### src/rtl/core/assert_macros.svh
// Assertion macros used by the top level of the gradient descent block.
`ifndef ASSERT_MACROS_SVH
`define ASSERT_MACROS_SVH

// Same-cycle implication under an active-low reset.
`define ASSERT_IMPLIES(label, clk, rst_n, ante, cons) \
  label: assert property (@(posedge clk) disable iff (!(rst_n)) (ante) |-> (cons)) \
    else $error("assertion failed: same-cycle implication");

// Next-cycle implication under an active-low reset.
`define ASSERT_NEXT(label, clk, rst_n, ante, cons) \
  label: assert property (@(posedge clk) disable iff (!(rst_n)) (ante) |=> (cons)) \
    else $error("assertion failed: next-cycle implication");

`endif

### src/rtl/core/lrgd_pkg.sv
// Types, constants and saturation helpers of the gradient descent block.
package lrgd_pkg;

  localparam int unsigned DW  = 32;
  localparam int unsigned OPW = 33;
  localparam int unsigned PW  = 66;

  localparam logic [23:0]        LR_RESET   = 24'd16777;
  localparam logic [15:0]        ITER_RESET = 16'd2000;
  localparam logic signed [31:0] B0_RESET   = 32'sd6553600;
  localparam logic signed [31:0] M0_RESET   = 32'sd3276800;

  typedef enum logic [1:0] {
    CMD_CLEAR = 2'd0,
    CMD_LOAD  = 2'd1,
    CMD_RUN   = 2'd2,
    CMD_NONE  = 2'd3
  } cmd_e;

  typedef enum logic [1:0] {
    CFG_LR   = 2'd0,
    CFG_ITER = 2'd1,
    CFG_B0   = 2'd2,
    CFG_M0   = 2'd3
  } cfg_idx_e;

  typedef struct packed {
    logic              ovf;
    logic signed [31:0] val;
  } sat32_t;

  typedef struct packed {
    logic              ovf;
    logic signed [63:0] val;
  } sat64_t;

  // Clamp a 64 bit value to the signed 32 bit range
  function automatic sat32_t sat32(input logic signed [63:0] v);
    sat32_t r;
    if (v > 64'sh0000_0000_7FFF_FFFF) begin
      r.ovf = 1'b1;
      r.val = 32'sh7FFF_FFFF;
    end else if (v < 64'shFFFF_FFFF_8000_0000) begin
      r.ovf = 1'b1;
      r.val = 32'sh8000_0000;
    end else begin
      r.ovf = 1'b0;
      r.val = v[31:0];
    end
    return r;
  endfunction

  // Add two signed 64 bit values, clamped to the signed 64 bit range
  function automatic sat64_t sat_add64(input logic signed [63:0] a,
                                       input logic signed [63:0] b);
    logic [64:0] s;
    sat64_t      r;
    s = {a[63], a} + {b[63], b};
    if (s[64] != s[63]) begin
      r.ovf = 1'b1;
      r.val = s[64] ? 64'sh8000_0000_0000_0000 : 64'sh7FFF_FFFF_FFFF_FFFF;
    end else begin
      r.ovf = 1'b0;
      r.val = s[63:0];
    end
    return r;
  endfunction

endpackage

### src/rtl/core/lrgd_mul.sv
// Shared signed multiplier with a registered product.
module lrgd_mul (
  input  logic                            clk_i,
  input  logic signed [lrgd_pkg::OPW-1:0] a_i,
  input  logic signed [lrgd_pkg::OPW-1:0] b_i,
  output logic signed [lrgd_pkg::PW-1:0]  prod_o
);
  import lrgd_pkg::*;

  logic signed [PW-1:0] prod_q;

  // Register every product
  always_ff @(posedge clk_i) begin
    prod_q <= a_i * b_i;
  end

  assign prod_o = prod_q;

endmodule

### config.mk
export PLATFORM = sky130hd
export DESIGN_NAME = lrgd_mul
export DESIGN_NICKNAME = d
export VERILOG_FILES = /design/src/rtl/core/assert_macros.svh /design/src/rtl/core/lrgd_pkg.sv /design/src/rtl/core/lrgd_mul.sv
export SDC_FILE = /design/constraint.sdc
export NUM_CORES = 2
export LEC_CHECK = 0
export BUFFER_PORTS_ARGS = -buffer_cell sky130_fd_sc_hd__buf_2
export CORE_MARGIN = 5
export CORE_UTILIZATION = 30
export CTS_CLUSTER_DIAMETER = 150
export DETAILED_ROUTE_END_ITERATION = 8
export GPL_ROUTABILITY_DRIVEN = 0
export PLACE_DENSITY_LB_ADDON = 0.25
export SLEW_MARGIN = 20
export SYNTH_ARGS = -nofsm -noshare
export SYNTH_HDL_FRONTEND = slang
export SYNTH_SLANG_ARGS = --single-unit
export TNS_END_PERCENT = 30
### constraint.sdc
create_clock -name clk_i -period 7.55 [get_ports clk_i]
set_clock_uncertainty 0.15 [all_clocks]
set_input_delay 0 -clock clk_i [delete_from_list [all_inputs] [get_ports clk_i]]
set_output_delay 0 -clock clk_i [all_outputs]
set_load 0.02 [all_outputs]
* Word level (Yosys, flattened, before mapping)
Index checks and enable logic that the tools add are counted.
** Storage, ports and cells
- Register bits after elaboration :: 66
- Output and inout port bits :: 66
- Logic and storage cells :: 2
** Cells by class
- Multiply operators :: 1
** Operators by type and width (number)
- multiplier 33 x 33 -> 66 bit :: 1

* Longest topological paths before layout
- Word-level depth :: 1
- Depth in mapped cells :: 27

* Least setup slack after synthesis
Ideal clock, no wire load.
- Path type :: input-to-reg
- Start point :: in a_i[32] (netlist bit)
- End point :: reg prod_q[62] (netlist: prod_o[62])
- Arrival :: 7.157 ns
- Setup slack :: 0.164 ns
- Cell stages on the path :: 23
- Path through :: clkbuf_1 nand2_1 inv_1 fa_1 fa_1 fa_1 fa_1 fa_1 fa_1 fa_1 inv_1 fa_1 inv_1 ha_1 clkbuf_1 and3_1 nand3_1 nand2b_1 a2111oi_4 a211oi_4 a21o_2 a21o_1 a211oi_2
** Between the ends
- Cells in the longest elaborated chain, start to end :: 1
** RTL lines
- from (decl) :: line lrgd_mul.sv:4 : input logic signed [lrgd_pkg::OPW-1:0] a_i,
- multiplier 33 x 33 -> 66 bit :: line lrgd_mul.sv:14 : prod_q <= a_i * b_i;
- to (signal assigned) :: line lrgd_mul.sv:14
- to (decl) :: line lrgd_mul.sv:10 : logic signed [PW-1:0] prod_q;
Every way passes these cells.

* Final worst setup path
- Start point :: in b_i[0] (netlist bit)
- End point :: reg prod_q[53] (netlist: prod_o[53])
** Between the ends
- Cells in the longest elaborated chain, start to end :: 1
** RTL lines
- from (decl) :: line lrgd_mul.sv:5 : input logic signed [lrgd_pkg::OPW-1:0] b_i,
- multiplier 33 x 33 -> 66 bit :: line lrgd_mul.sv:14
Every way passes these cells.

==> impl_metrics.env <==
export IMPL_hp_start="a_i[0]"
export IMPL_grt_max_degree=30
export IMPL_syn_nets=5767
export IMPL_die_h_um=378
export IMPL_synth_simple_area_share=0.158
export IMPL_crit_path_top_delay_cell="dlygate4sd3_1"
export IMPL_worst_pin_slew_ns=0.605
export IMPL_synth_top_family_by_area="adder cells"
export IMPL_grt_overflow=0
export IMPL_status="complete, no violations"
export IMPL_post_route_min_period_ns=7.29
export IMPL_final_layout_size_suffix_gt1_frac=0.114
export IMPL_ys_ff_latch=66
export IMPL_synth_distinct_cells=80
export IMPL_setup_viol=0
export IMPL_die_x_um=378
export IMPL_async_reset_ff_frac=0
export IMPL_avgViaCountPerCell=4.46
export IMPL_dp_hpwl_mm=103
export IMPL_ys_warn_count=0
export IMPL_post_place_ws_ns=-0.267
export IMPL_cts_made_buffers=9
export IMPL_num_nets_final=6025
export IMPL_layout_common_cells="1145 x fa_1, 1131 x inv_1, 562 x and2_1"
export IMPL_timing_hold_violations_final=0
export IMPL_ioPinCount=133
export IMPL_rows=135
export IMPL_wl_per_cell_um=17.9
export IMPL_drt_pass1_iterations=5
export IMPL_worstPathMaxFanout=17
export IMPL_synth_compound_area_frac=0.0407
export IMPL_startpoint="b_i[0]"
export IMPL_final_max_slew_viol_count=0
export IMPL_hold_class="in2reg"
export IMPL_slew_headroom=0.596
export IMPL_drc=0
export IMPL_antenna_found_initial=13
export IMPL_critPathMostFrequentCell="fa_1"
export IMPL_clk_pin_slew_ns=0.08
export IMPL_synth_cells=4338
export IMPL_rsz0062_at_grt="true"
export IMPL_synth_main_ff_cell="dfxtp_1"
export IMPL_setup_worst_path_start_class="input pin"
export IMPL_synth_area_um2=40700
export IMPL_synthAdderAreaFrac=0.629
export IMPL_crit_required_ns=7.76
export IMPL_layout_setup_ws_ns=0.262
export IMPL_syn_avg_cell_area_um2=9.39
export IMPL_cts_root_buffer="clkbuf_16"
export IMPL_path_delay_family="adder cells"
export IMPL_die_area_um2=143000
export IMPL_fin_crit_sh=0.965
export IMPL_crit_buf_inv=11
export IMPL_end_kind="flip-flop"
export IMPL_synth_xor_area_frac=0.0146
export IMPL_critPathKind="in2reg"
export IMPL_grt_pass1_wl_mm=186
export IMPL_drtAntennaViolNets=0
export IMPL_routed_wirelength_mm=115
export IMPL_area_delta_synth_final_pct=13.1
export IMPL_synth_edf_count=0
export IMPL_coreArea_um2=135000
export IMPL_cts_tree="built"
export IMPL_dr_total_vias=28500
export IMPL_critPathMaxStageDelay_ns=0.64
export IMPL_start_util=0.301
export IMPL_cts_sinks=66
export IMPL_drt_iter0_drc=1286
export IMPL_htree_levels=3
export IMPL_cp_arrival_ns=7.50
export IMPL_fillCellCount=14204
export IMPL_io_buffers=132
export IMPL_fmax_mhz=137
export IMPL_grt_pass1_vias=31747
export IMPL_clockBufferDepth=2
export IMPL_drv_cap=0
export IMPL_seq_area_frac_synth=0.0324
export IMPL_grtUsageTotal=0.169
export IMPL_final_common_cell="fa_1"
export IMPL_largest_reg_flops=66
export IMPL_synthMuxAreaShare=0
[stage by stage]
stage                     instances  TNS (ns)  utilization  area, um^2  hold slack (ns)
final                          6388         0        0.341       46100            0.146
after global routing           6384         0        0.341       46100            0.154
after CTS                      6381         0        0.341       46000            0.129
after detailed placement       6364     -2.26        0.338       45700            0.267
after global placement         6364     -1.91        0.338       45700            0.267
after floorplan                4338         0            -       40700          -0.0227
[area by class of cell]
class	instances	area (um^2)	share of cell area
multi-input cells	2920	34300	0.745
inverters	1131	4250	0.0921
repair buffers	468	3600	0.0782
well taps	1781	2230	0.0484
flip-flops and latches	66	1320	0.0287
clock buffers	10	239	0.00519
clock inverters	6	90.1	0.00196
diodes	6	15.0	0.000326
[per-layer routing]
| layer | track usage | vias up | wire (um) |
|---|---|---|---|
| met5 | 0 | - | 21 |
| met4 | 0.0320 | 4 | 1960 |
| met3 | 0.0210 | 87 | 3940 |
| met2 | 0.300 | 417 | 58800 |
| met1 | 0.223 | 15148 | 49900 |
| li1 | - | 12844 | - |
[repair_timing]
| item | CTS | global route |
|---|---|---|
| hold endpoints to repair | 1 | 0 |
| setup buffers | 0 | 1 |
| setup endpoints to repair | 0 | 11 |
| hold buffers | 1 | 0 |
| gates resized for setup | 0 | 6 |
[synth_stat cells, drive strengths merged, types with 26 or more instances]
cell,instances,area (um^2)
ha,217,2720
a21oi,61,328
inv,1131,4250
nand3,26,135
and2,563,3520
nand2,551,2070
nor2,68,255
fa,1145,22900
a21o,38,288
o21ai,33,173
xnor2,43,377
clkbuf,208,781
dfxtp,66,1320
[cells by family (layout without fill, tap and decap cells)]
kind of cell / Yosys count / in the layout
AO/OA/AOI/OAI: 219 / 219
other: 0 / 6
AND/OR/NAND/NOR: 1271 / 1271
XOR/XNOR: 68 / 68
adder cells (fa/ha/maj): 1362 / 1362
buffers and inverters: 1352 / 1615
flip-flops: 66 / 66
[worst paths after layout]
| kind | endpoint | slack [ns] | cells after the start |
|---|---|---|---|
| max | prod_o[53]$_DFF_P_ | 0.26 | 28 |
| min | prod_o[0]$_DFF_P_ | 0.15 | 3 |
Power is not shown: default switching activity piles up to over one toggle a cycle in this logic, so the estimate is an artifact.
